[src/sv/tld_pkg.sv]
// Shared types and constants for the TLS extension list deframer.
`timescale 1ns / 1ps
`default_nettype none

package tld_pkg;

    // Parse phase of the extension section.
    typedef enum logic [1:0] {
        PH_OUTSIDE = 2'd0,
        PH_LEN_LO  = 2'd1,
        PH_HEADER  = 2'd2,
        PH_CONTENT = 2'd3
    } tld_phase_t;

    // Role tag attached to every byte.
    typedef enum logic [1:0] {
        ROLE_SECTION_LEN = 2'd0,
        ROLE_HEADER      = 2'd1,
        ROLE_CONTENT     = 2'd2,
        ROLE_OUTSIDE     = 2'd3
    } tld_role_t;

    // Position of a byte within the four-byte entry header.
    localparam logic [1:0] HDR_TYPE_HI = 2'd0;
    localparam logic [1:0] HDR_TYPE_LO = 2'd1;
    localparam logic [1:0] HDR_LEN_HI  = 2'd2;
    localparam logic [1:0] HDR_LEN_LO  = 2'd3;

    // One input transaction.
    typedef struct packed {
        logic [7:0] in_byte;
        logic       section_start;
    } tld_in_t;

    // One result transaction.
    typedef struct packed {
        tld_role_t   byte_role;
        logic [15:0] ext_type;
        logic [15:0] ext_length;
        logic [7:0]  content_byte;
        logic [15:0] content_offset;
        logic        header_done;
        logic        entry_last;
        logic        section_end;
        logic        length_error;
    } tld_out_t;

endpackage

`default_nettype wire

[src/sv/tls_extension_list_deframer.sv]
// Top level of the TLS extension list deframer.
//
// The block takes the decrypted handshake stream one byte per transaction on
// the in channel (in_valid, in_ready, in_data). A byte with section_start set
// opens an extension section; the block tags every byte with its role, the
// current entry type and length, and the content offset, and marks the end of
// each header, entry and section. Each input transaction gives exactly one
// result transaction on the out channel (out_valid, out_ready, out_data).
// A byte passes an input register and then a result register, which offers
// its result. Throughput is one byte per cycle while out_ready stays high,
// set by the combinational parse step between the two registers. When
// the receiver stalls, the result register holds its transaction and an empty
// input register still takes one more byte; in_ready then drops until
// out_ready returns. Reset empties both registers and puts the parser outside
// any section with all counters and entry fields at zero.
`timescale 1ns / 1ps
`default_nettype none

module tls_extension_list_deframer (
    input  wire logic              clk,
    input  wire logic              rst_n,
    input  wire logic              in_valid,
    output logic                   in_ready,
    input  wire tld_pkg::tld_in_t  in_data,
    output logic                   out_valid,
    input  wire logic              out_ready,
    output tld_pkg::tld_out_t      out_data
);

    logic              item_valid;
    tld_pkg::tld_in_t  item;
    logic              advance;
    logic              step;
    tld_pkg::tld_out_t result;

    // A byte is parsed when it sits in the input register and the result
    // register can take it.
    assign step = item_valid && advance;

    tld_in_stage u_in_stage (
        .clk        (clk),
        .rst_n      (rst_n),
        .in_valid   (in_valid),
        .in_ready   (in_ready),
        .in_data    (in_data),
        .advance    (advance),
        .item_valid (item_valid),
        .item       (item)
    );

    tld_parser u_parser (
        .clk    (clk),
        .rst_n  (rst_n),
        .step   (step),
        .item   (item),
        .result (result)
    );

    tld_out_stage u_out_stage (
        .clk        (clk),
        .rst_n      (rst_n),
        .item_valid (item_valid),
        .result     (result),
        .advance    (advance),
        .out_valid  (out_valid),
        .out_ready  (out_ready),
        .out_data   (out_data)
    );

endmodule

`default_nettype wire

[src/sv/tld_in_stage.sv]
// Input register stage of the deframer.
`timescale 1ns / 1ps
`default_nettype none

module tld_in_stage (
    input  wire logic             clk,
    input  wire logic             rst_n,
    input  wire logic             in_valid,
    output logic                  in_ready,
    input  wire tld_pkg::tld_in_t in_data,
    input  wire logic             advance,
    output logic                  item_valid,
    output tld_pkg::tld_in_t      item
);

    logic             s1_valid_reg;
    logic             s1_valid_next;
    tld_pkg::tld_in_t s1_item_reg;

    // The stage takes a new transaction when empty or when its item moves on.
    assign in_ready      = !s1_valid_reg || advance;
    assign s1_valid_next = in_ready ? in_valid : s1_valid_reg;

    always_ff @(posedge clk or negedge rst_n)
    begin
        if (!rst_n)
        begin
            s1_valid_reg <= 1'b0;
        end
        else
        begin
            s1_valid_reg <= s1_valid_next;
        end
    end

    // Payload needs no reset.
    always_ff @(posedge clk)
    begin
        if (in_valid && in_ready)
        begin
            s1_item_reg <= in_data;
        end
    end

    assign item_valid = s1_valid_reg;
    assign item       = s1_item_reg;

endmodule

`default_nettype wire

[src/sv/tld_parser.sv]
// Parse state and per-byte tagging logic of the deframer.
`timescale 1ns / 1ps
`default_nettype none

module tld_parser (
    input  wire logic             clk,
    input  wire logic             rst_n,
    input  wire logic             step,
    input  wire tld_pkg::tld_in_t item,
    output tld_pkg::tld_out_t     result
);

    tld_pkg::tld_phase_t phase_reg, phase_next;
    logic [1:0]          hdr_count_reg, hdr_count_next;
    logic [15:0]         remaining_reg, remaining_next;
    logic [15:0]         type_reg, type_next;
    logic [15:0]         length_reg, length_next;
    logic [15:0]         content_count_reg, content_count_next;

    logic [7:0]  b;
    logic [15:0] rem_len_lo;
    logic [15:0] rem_dec;
    logic        rem_hits_zero;
    logic [15:0] hdr_type_new;
    logic [15:0] hdr_len_new;
    logic        content_last;

    assign b = item.in_byte;

    // Section count after the low length byte, and after consuming one byte.
    assign rem_len_lo    = remaining_reg | {8'h00, b};
    assign rem_dec       = (remaining_reg == 16'h0000) ? 16'h0000 : remaining_reg - 16'd1;
    assign rem_hits_zero = (remaining_reg == 16'd1);

    // Header fields with this byte merged in.
    assign hdr_type_new = (hdr_count_reg == tld_pkg::HDR_TYPE_HI) ? {b, 8'h00} :
                          (hdr_count_reg == tld_pkg::HDR_TYPE_LO) ? {type_reg[15:8], b} :
                          type_reg;
    assign hdr_len_new  = (hdr_count_reg == tld_pkg::HDR_LEN_HI) ? {b, 8'h00} :
                          (hdr_count_reg == tld_pkg::HDR_LEN_LO) ? {length_reg[15:8], b} :
                          length_reg;

    // Last content byte of the entry.
    assign content_last = ({1'b0, content_count_reg} + 17'd1) >= {1'b0, length_reg};

    // Next state.
    always_comb
    begin
        phase_next         = phase_reg;
        hdr_count_next     = hdr_count_reg;
        remaining_next     = remaining_reg;
        type_next          = type_reg;
        length_next        = length_reg;
        content_count_next = content_count_reg;
        if (item.section_start)
        begin
            remaining_next     = {b, 8'h00};
            type_next          = 16'h0000;
            length_next        = 16'h0000;
            hdr_count_next     = 2'd0;
            content_count_next = 16'h0000;
            phase_next         = tld_pkg::PH_LEN_LO;
        end
        else
        begin
            unique case (phase_reg)
                tld_pkg::PH_LEN_LO:
                begin
                    remaining_next = rem_len_lo;
                    hdr_count_next = 2'd0;
                    phase_next     = (rem_len_lo == 16'h0000) ? tld_pkg::PH_OUTSIDE
                                                              : tld_pkg::PH_HEADER;
                end
                tld_pkg::PH_HEADER:
                begin
                    type_next      = hdr_type_new;
                    length_next    = hdr_len_new;
                    remaining_next = rem_dec;
                    if (hdr_count_reg != tld_pkg::HDR_LEN_LO)
                    begin
                        hdr_count_next = hdr_count_reg + 2'd1;
                        if (rem_dec == 16'h0000)
                        begin
                            phase_next = tld_pkg::PH_OUTSIDE;
                        end
                    end
                    else
                    begin
                        hdr_count_next = 2'd0;
                        if (hdr_len_new == 16'h0000)
                        begin
                            phase_next = (rem_dec == 16'h0000) ? tld_pkg::PH_OUTSIDE
                                                               : tld_pkg::PH_HEADER;
                        end
                        else
                        begin
                            content_count_next = 16'h0000;
                            phase_next         = tld_pkg::PH_CONTENT;
                        end
                    end
                end
                tld_pkg::PH_CONTENT:
                begin
                    remaining_next = rem_dec;
                    if (content_last)
                    begin
                        content_count_next = 16'h0000;
                        hdr_count_next     = 2'd0;
                        phase_next         = (rem_dec == 16'h0000) ? tld_pkg::PH_OUTSIDE
                                                                   : tld_pkg::PH_HEADER;
                    end
                    else
                    begin
                        content_count_next = content_count_reg + 16'd1;
                    end
                end
                tld_pkg::PH_OUTSIDE:
                begin
                    phase_next = tld_pkg::PH_OUTSIDE;
                end
            endcase
        end
    end

    // Result tags for the current byte.
    always_comb
    begin
        result                = '0;
        result.byte_role      = tld_pkg::ROLE_OUTSIDE;
        result.ext_type       = type_next;
        result.ext_length     = length_next;
        if (item.section_start)
        begin
            result.byte_role = tld_pkg::ROLE_SECTION_LEN;
        end
        else
        begin
            unique case (phase_reg)
                tld_pkg::PH_LEN_LO:
                begin
                    result.byte_role   = tld_pkg::ROLE_SECTION_LEN;
                    result.section_end = (rem_len_lo == 16'h0000);
                end
                tld_pkg::PH_HEADER:
                begin
                    result.byte_role   = tld_pkg::ROLE_HEADER;
                    result.section_end = rem_hits_zero;
                    if (hdr_count_reg == tld_pkg::HDR_LEN_LO)
                    begin
                        result.header_done  = 1'b1;
                        result.length_error = (hdr_len_new > rem_dec);
                        result.entry_last   = (hdr_len_new == 16'h0000);
                    end
                    else
                    begin
                        result.length_error = (rem_dec == 16'h0000);
                    end
                end
                tld_pkg::PH_CONTENT:
                begin
                    result.byte_role      = tld_pkg::ROLE_CONTENT;
                    result.content_byte   = b;
                    result.content_offset = content_count_reg;
                    result.section_end    = rem_hits_zero;
                    result.entry_last     = content_last;
                end
                tld_pkg::PH_OUTSIDE:
                begin
                    result.byte_role = tld_pkg::ROLE_OUTSIDE;
                end
            endcase
        end
    end

    // State registers advance once per processed byte.
    always_ff @(posedge clk or negedge rst_n)
    begin
        if (!rst_n)
        begin
            phase_reg         <= tld_pkg::PH_OUTSIDE;
            hdr_count_reg     <= 2'd0;
            remaining_reg     <= 16'h0000;
            type_reg          <= 16'h0000;
            length_reg        <= 16'h0000;
            content_count_reg <= 16'h0000;
        end
        else if (step)
        begin
            phase_reg         <= phase_next;
            hdr_count_reg     <= hdr_count_next;
            remaining_reg     <= remaining_next;
            type_reg          <= type_next;
            length_reg        <= length_next;
            content_count_reg <= content_count_next;
        end
    end

`ifndef ASSERT_OFF
    // Inside an entry header there is always section left to read.
    a_header_has_room: assert property (@(posedge clk) disable iff (!rst_n)
        phase_reg == tld_pkg::PH_HEADER |-> remaining_reg != 16'h0000)
        else $error("header phase with empty section count");

    // Content phase is only entered for an entry with a nonzero length.
    a_content_nonzero_len: assert property (@(posedge clk) disable iff (!rst_n)
        phase_reg == tld_pkg::PH_CONTENT |-> length_reg != 16'h0000)
        else $error("content phase with zero entry length");

    // A completed header restarts the header byte count.
    a_header_count_wraps: assert property (@(posedge clk) disable iff (!rst_n)
        step && result.header_done |=> hdr_count_reg == 2'd0)
        else $error("header count not cleared after header");

    // A header cut short by the section end leaves the section.
    a_truncated_header_exits: assert property (@(posedge clk) disable iff (!rst_n)
        step && result.length_error && !result.header_done
        |=> phase_reg == tld_pkg::PH_OUTSIDE)
        else $error("truncated header did not leave the section");
`endif

endmodule

`default_nettype wire

[src/sv/tld_out_stage.sv]
// Result register stage of the deframer.
`timescale 1ns / 1ps
`default_nettype none

module tld_out_stage (
    input  wire logic              clk,
    input  wire logic              rst_n,
    input  wire logic              item_valid,
    input  wire tld_pkg::tld_out_t result,
    output logic                   advance,
    output logic                   out_valid,
    input  wire logic              out_ready,
    output tld_pkg::tld_out_t      out_data
);

    logic              out_valid_reg;
    logic              out_valid_next;
    tld_pkg::tld_out_t out_data_reg;

    // The register can load when empty or when its transaction is taken.
    assign advance        = !out_valid_reg || out_ready;
    assign out_valid_next = advance ? item_valid : out_valid_reg;

    always_ff @(posedge clk or negedge rst_n)
    begin
        if (!rst_n)
        begin
            out_valid_reg <= 1'b0;
        end
        else
        begin
            out_valid_reg <= out_valid_next;
        end
    end

    always_ff @(posedge clk)
    begin
        if (advance && item_valid)
        begin
            out_data_reg <= result;
        end
    end

    assign out_valid = out_valid_reg;
    assign out_data  = out_data_reg;

endmodule

`default_nettype wire
[config.mk]
export PLATFORM = sky130hd
export DESIGN_NAME = tls_extension_list_deframer
export DESIGN_NICKNAME = d
export VERILOG_FILES = /design/src/sv/tld_pkg.sv /design/src/sv/tls_extension_list_deframer.sv /design/src/sv/tld_in_stage.sv /design/src/sv/tld_parser.sv /design/src/sv/tld_out_stage.sv
export SDC_FILE = /design/constraint.sdc
export NUM_CORES = 1
export LEC_CHECK = 0
export BUFFER_PORTS_ARGS = -buffer_cell sky130_fd_sc_hd__clkbuf_2
export CAP_MARGIN = 20
export CELL_PAD_IN_SITES_DETAIL_PLACEMENT = 1
export CELL_PAD_IN_SITES_GLOBAL_PLACEMENT = 2
export CORE_MARGIN = 5
export CORE_UTILIZATION = 35
export DETAILED_ROUTE_END_ITERATION = 8
export GPL_TIMING_DRIVEN = 0
export PLACE_DENSITY = 0.8
export SLEW_MARGIN = 15
export SYNTH_ARGS = -nofsm -noshare
export SYNTH_HDL_FRONTEND = slang
export SYNTH_SLANG_ARGS = --single-unit
export TNS_END_PERCENT = 30
[constraint.sdc]
create_clock -name clk -period 6.3 [get_ports clk]
set_input_delay 0.315 -clock clk [delete_from_list [all_inputs] [get_ports clk]]
set_output_delay 0.315 -clock clk [all_outputs]
set_load 0.01 [all_outputs]
==> metrics.txt, run 1 <==
Ant. Diodes=0; fmax=~230 MHz; Final Non-Filler Cells=1196; Area Overhead vs Synth=17.7%; Yosys top cell area share=27.4%; FF+latch count, synth=about 140; CTS tree=yes; Synth area leaders=edfxtp_1 27%, dfrtp_1 23%, ha_1 6.9%; pre-CTS setup slack=between 1.5 and 2 ns; Fin. Hold Viols=0; Final setup viols=0; most common cell after layout, fill and taps aside=nand2_1; relative slew slack=between 40 and 50%; FF+latch area=between 3000 and 4000 sq um; cts repair resizes=0; CTS root buffer=clkbuf_16; I/O pin count=between 70 and 80; routability cong.=between 0.8 and 0.9; drc violations=0; via count of the first global-routing pass=between 6k and 7k; pin count of the biggest net entering global routing=42; VDD IR max=186 uV; CTS buffer count=17; first-pass GRT wire length=between 30 and 40 mm; average cell area after synthesis=around 9.7 sq um; cell row count=54; clock buffer depth=2; All-Layer GR Usage=between 10% and 20%; DR iter-0 viols=approximately 380; setup TNS=0 ns; Setup Fix Bufs, Post-CTS=0; htree depth=4; R2R Setup Slk=1.95 ns; crit path kind=reg -> reg; Slew @ Worst Pin=0.890 ns; Tot Pwr=between 3 and 4 mW; Primary FF master, synth=edfxtp_1; Die H=about 160 um; Final Routed Wirelength=around 24 mm; Final Instance Area=9150 sq um; DP Area=8550 sq um; die footprint=between 20000 and 30000 sq um; number of flops mapped to enable cells by yosys=between 70 and 80; most frequent cells in the layout=127 x nand2_1, 75 x clkbuf_2, 71 x edfxtp_1; Worst Slack Setup Final=1.95 ns; Final period util=between 60% and 70%; Cells after DPL=about 1.2k; Congestion Overflow GR=0; register area share after synthesis=50.0%; vias per cell=between 5 and 6; detailed-route via count=6378; worst hold-check path type=in -> reg; post-DP HPWL=17.6 mm; worst-path cell chain=ha_1 -> nand3_1 -> nor4_2 -> nand4_1 -> xnor2_1 -> ha_1 -> a211oi_1 -> o21ai_0 -> a22oi_1 -> nand4_1 -> clkbuf_1 -> nor2_1 -> o21ai_1 -> o41ai_1; largest area contributor in the netlist=edfxtp_1; Unique masters post-synth=55; slowest CP cell=nor4_2; YS warnings=0; Worst Path Arrival=~4.7 ns; hold-fix buffers at CTS=1; Post-Syn Area=approximately 8000 sq um; Initial Utilization=a little over a third; RSZ-0062 raised after global routing=false; area of the multi-input gates=3580 sq um; CTS clk-pin slew, worst paths=0.07 ns; Worst setup SP type=flop; Mapped Cells=805; Fillers=2518; crit-path max FO=10; core area=around 22000 sq um; MaxCap Viol Count=0; IO buf count=76; Skew-Pair Late Insertion Delay=about 0.43 ns; Sink Count=approximately 140; Synth async-reset ratio=49.6%; Horiz. Die Dim=~160 um; Final Skew=between 0.01 and 0.015 ns; Tmin final=4.35 ns; Worst EP required=6.61 ns; Final nets=between 900 and 1k; Avg WL per Cell=between 20 and 25 um; Detail Route Antenna Nets=0; initial antenna violation count=0; layout cells sized above 1=between 10 and 15%; Pre-antenna DRT Iters=4; max-slew violations=0; crit end category=flop; PwrDens=roughly 370 nW/um^2; max reg flops=62; syn nets=861; CP peak stage delay=0.52 ns; status=finished clean; leakage power=3.82 nW
[per-layer routing]
metal / GRT usage (%) / up-vias / routed length, um
li1: - / 3068 / -
met1: 25.6 / 3158 / 11000
met2: 32.2 / 131 / 12100
met3: 3.34 / 21 / 898
met4: 5.43 / 0 / 338
met5: 0 / - / 0
[kinds of logic (layout without fill, tap and decap cells)]
family                   Yosys count  in the layout  share of synthesized area (%)
AO/OA/AOI/OAI                    181            181                           14.4
flip-flops                       141            141                           50.0
XOR/XNOR                          23             23                           2.59
buffers and inverters             81            192                           3.98
adder cells (fa/ha/maj)           43             43                           6.92
AND/OR/NAND/NOR                  322            322                           20.2
multiplexers                      14             14                           1.90
[synthesized netlist by cell type, types with 13 or more instances]
cell type	number
nand2_1	127
edfxtp_1	71
dfrtp_1	70
nor2_1	65
o21ai_0	56
a21oi_1	45
ha_1	43
clkbuf_1	38
inv_1	30
nand3_1	30
and2_1	25
a22oi_1	18
nand4_1	18
nand2b_1	15
xor2_1	13
[final timing paths]
kind	to	depth (start not counted)	from
max in group asynchronous	u_parser.remaining_reg[14]	3	rst_n
hold reg to reg	u_parser.type_reg[12]	2	u_parser.type_reg[12]
min in group asynchronous	u_parser.type_reg[3]	2	rst_n
hold / removal	u_in_stage.item[5]	1	in_data[5]
setup reg to reg	u_parser.content_count_reg[6]	14	u_parser.content_count_reg[0]
setup / recovery	u_parser.content_count_reg[6]	14	u_parser.content_count_reg[0]
[where the power goes]
| group | switching (mW) | internal (mW) | leakage, nW | total [mW] |
|---|---|---|---|---|
| Sequential | 0.138 | 1.11 | 1.64 | 1.25 |
| Combinational | 0.705 | 0.370 | 1.90 | 1.08 |
| Clock | 0.432 | 0.591 | 0.281 | 1.02 |
[per-stage QoR]
step / util, % / hold slack [ns]
6_report: 41.9 / 0.0561
2_1_floorplan: - / 0.0194
3_3_place_gp: 39.0 / 0.459
3_5_place_dp: 39.2 / 0.340
4_1_cts: 41.9 / 0.0318
5_1_grt: 41.9 / 0.0366
[layout make-up]
type                    instances  area share (%)
well taps                     280            3.83
multi-input cells             583            39.1
inverters                      31            1.27
flip-flops and latches        141            42.5
plain buffers                  50            2.15
clock inverters                14            1.68
clock buffers                  18            4.69
repair buffers                 79            4.81
[worst max-delay path, delay by kind of cell, from the launching register on]
family | cells | cell delay [ns]
AO/OA/AOI/OAI | 5 | 1.31
XOR/XNOR | 1 | 0.26
adder cells (fa/ha/maj) | 2 | 0.58
buffers and inverters | 1 | 0.36
flip-flops | 1 | 0.47
AND/OR/NAND/NOR | 5 | 1.23
Note: power is estimated with default switching activity, not from simulation.
==> run 2, diff against run 1 <==
ABC_AREA = 1   (was default)
PLACE_DENSITY = 0.82   (was 0.8)
clock period = 4.35 ns   (was 6.3 ns; I/O delays follow)
==> run 2 against run 1 <==
Effect of this change: register-to-register slack lost 1.3 ns; design area grew 2.9%; hold slack gained 0.029 ns; clock skew is essentially flat; area after synthesis grew 1.9%; cell count grew 11%; core utilization grew 0.053 points; count of clock-buffer cells in the layout is the same; sequential power grew 49%; via count grew 3.2%; clock power grew 52%; sequential share of layout area shrank 1.2 points; critical endpoint is now u_parser.content_count_reg[4]; highest routed layer unchanged.
==> metrics.txt, run 2 <==
status=finished clean; cts repair resizes=0 (unchanged); cell row count=55 (+1.9%); Area Overhead vs Synth=18.9%; Final setup viols=0 (unchanged); Initial Utilization=35.3% (-0.30 points); YS warnings=0 (unchanged); Tot Pwr=5.50 mW (+65%); FF+latch count, synth=141 (unchanged); hold path depth=4 (+3); fmax=271 MHz (+18%); Unique masters post-synth=46 (-16%); Ant. Diodes=0 (unchanged); Primary FF master, synth=edfxtp_1; most common cell after layout, fill and taps aside=nand2_1; register area share after synthesis=49.0% (-0.95 points); max-slew violations=0 (unchanged); crit end category=flop; DP Area=8700 sq um (+1.7%); CTS buffer count=17 (unchanged); leakage power=4.38 nW (+15%); Final period util=85.0% (+16 points); CTS tree=yes; Post-synth top cells=192 x nand2_1, 143 x inv_1, 87 x nor2_1, 71 x edfxtp_1, 71 x o21ai_0; Congestion Overflow GR=0 (unchanged); RSZ-0062 raised after global routing=false; worst r2r path cells=19 (+5); core area=22400 sq um (+2.8%); MaxCap Viol Count=0 (unchanged); Final Core Density=42.0% (+0.053 points); Synth async-reset ratio=49.6% (unchanged); largest area contributor in the netlist=edfxtp_1; Pre-antenna DRT Iters=5 (+1); die footprint=25700 sq um (+1.8%); VDD IR max=267 uV (+44%); crit path kind=reg -> reg; Synth area leaders=edfxtp_1 27%, dfrtp_1 22%, nand2_1 9.1%; Die H=160 um (+0.90%); Setup Fix Bufs, Post-CTS=0 (unchanged); Sink Count=141 (unchanged); Mapped Cells=919 (+14%); number of flops mapped to enable cells by yosys=71 (unchanged); most frequent cells in the layout=192 x nand2_1, 143 x inv_1, 87 x nor2_1; vias per cell=4.97 (-6.8%); max reg flops=62 (unchanged); Detail Route Antenna Nets=0 (unchanged); Worst EP required=4.70 ns (-1.91 ns); detailed-route via count=6582 (+3.2%); post-DP HPWL=18.4 mm (+4.5%); Skew-Pair Late Insertion Delay=0.43 ns (about the same); layout cells sized above 1=15.7% (+1.6 points); Yosys top cell area share=26.9% (-0.52 points); Final Instance Area=9420 sq um (+2.9%); Fillers=2686 (+6.7%); clock buffer depth=2 (unchanged); drc violations=0 (unchanged); crit-path max FO=10 (unchanged); Avg WL per Cell=18.3 um (-10%); Worst setup SP type=flop; area of the multi-input gates=3340 sq um (-6.5%); via count of the first global-routing pass=7007 (+5.9%); IO buf count=76 (unchanged); I/O pin count=77 (unchanged); initial antenna violation count=0 (unchanged); pin count of the biggest net entering global routing=42 (unchanged); syn nets=975 (+13%); CTS root buffer=clkbuf_16; relative slew slack=57.2% (+17 points); Horiz. Die Dim=160 um (+0.90%); Post-Syn Area=7920 sq um (+1.9%); Tmin final=3.70 ns (-0.655 ns); Fin. Hold Viols=0 (unchanged); count leader, synth=nand2_1; All-Layer GR Usage=19.2% (+0.035 points); hold-fix buffers at CTS=10 (+9); Final Routed Wirelength=24.2 mm (-0.31%); Final nets=1082 (+13%); DR iter-0 viols=336 (-12%); routability cong.=0.851 (+1.6%); worst hold-check path type=in -> reg; CTS clk-pin slew, worst paths=0.07 ns (about the same); Final Skew=0.0148 ns (+0.000486 ns); first-pass GRT wire length=38.7 mm (+0.66%); htree depth=4 (unchanged); hold slack=0.0855 ns (+0.0294 ns); Slew @ Worst Pin=0.642 ns (-0.248 ns); Worst Path Arrival=4.04 ns (-0.62 ns); average cell area after synthesis=8.62 sq um (-11%); FF+latch area=3880 sq um (unchanged); PwrDens=585 nW/um^2 (+60%)
[run 2: cell types whose count changed after synthesis, moves of 15 or more]
cell,before,now
o21ai_0,56,71
nor2_1,65,87
nand2b_1,15,0
clkbuf_1,38,15
nand2_1,127,192
a22oi_1,18,3
inv_1,30,143
and2_1,25,1
[run 2: metrics by stage]
| step | TNS, ns | setup slack, ns | cells |
|---|---|---|---|
| finish | 0 | 0.654 | 1324 |
| global route | 0 | 0.391 | 1324 |
| CTS | 0 | 0.601 | 1324 |
| detailed placement | 0 | 0.623 | 1282 |
| global placement | -31.99 | -0.558 | 1280 |
| floorplan | 0 | 0.903 | 919 |
[run 2: final timing paths]
| path | start | to | slack [ns] |
|---|---|---|---|
| hold reg to reg | u_parser.length_reg[10] | u_parser.length_reg[10] | 0.49 |
| setup / recovery | u_parser.content_count_reg[2] | u_parser.content_count_reg[4] | 0.65 |
| max in group asynchronous | rst_n | u_parser.content_count_reg[12] | 3.37 |
| min in group asynchronous | rst_n | u_parser.type_reg[4] | 0.35 |
| setup reg to reg | u_parser.content_count_reg[2] | u_parser.content_count_reg[4] | 0.65 |
| hold / removal | out_ready | u_out_stage.out_valid | 0.09 |
[run 2: routing by layer]
layer | routed length [um] | vias up | part of all wire, % | GRT usage [%]
met5 | 0 | - | 0 | 0
met1 | 11000 | 3202 | 46 | 24.9
met3 | 739 | 19 | 3.1 | 3.26
met4 | 382 | 0 | 1.6 | 5.20
met2 | 12100 | 102 | 50 | 33.3
li1 | - | 3259 | - | -
[run 2: layout make-up]
class	count	share of cell area (%)
Multi-Input combinational cell	602	35.5
Clock inverter	14	1.94
Sequential cell	141	41.2
Clock buffer	18	4.56
Inverter	149	5.94
Tap cell	285	3.79
Buffer	27	1.46
Timing Repair Buffer	88	5.55
[run 2: kinds of logic after synthesis]
group / share of synthesized area [%]
and+or+nand+nor: 21.0
buffers and inverters: 8.75
AOI/OAI and AO/OA: 13.5
DFF: 49.0
adders and majority gates: 6.79
xor gates and xnor gates: 0.885
[run 2: critical path: stages, from the launching register on]
cell and delay [ns]:
dfrtp_1 0.39, inv_2 0.08, nor3_4 0.23, nand4_1 0.22, or2_2 0.37, nor2_2 0.14
inv_1 0.07, o21ai_0 0.14, nand2_1 0.10, inv_1 0.07, ha_1 0.23, nand2_1 0.07
nor2_1 0.06, and2_1 0.16, a31o_2 0.20, a21oi_1 0.22, nand3_2 0.27, or2_4 0.32
buf_6 0.16, o22ai_2 0.10
[run 2: report_power, final]
group	internal, mW	leakage [nW]	switching, mW	total, mW
combinational	0.658	2.44	1.44	2.10
clock	0.915	0.295	0.632	1.55
sequential	1.68	1.65	0.179	1.86
total	3.26	4.38	2.25	5.50
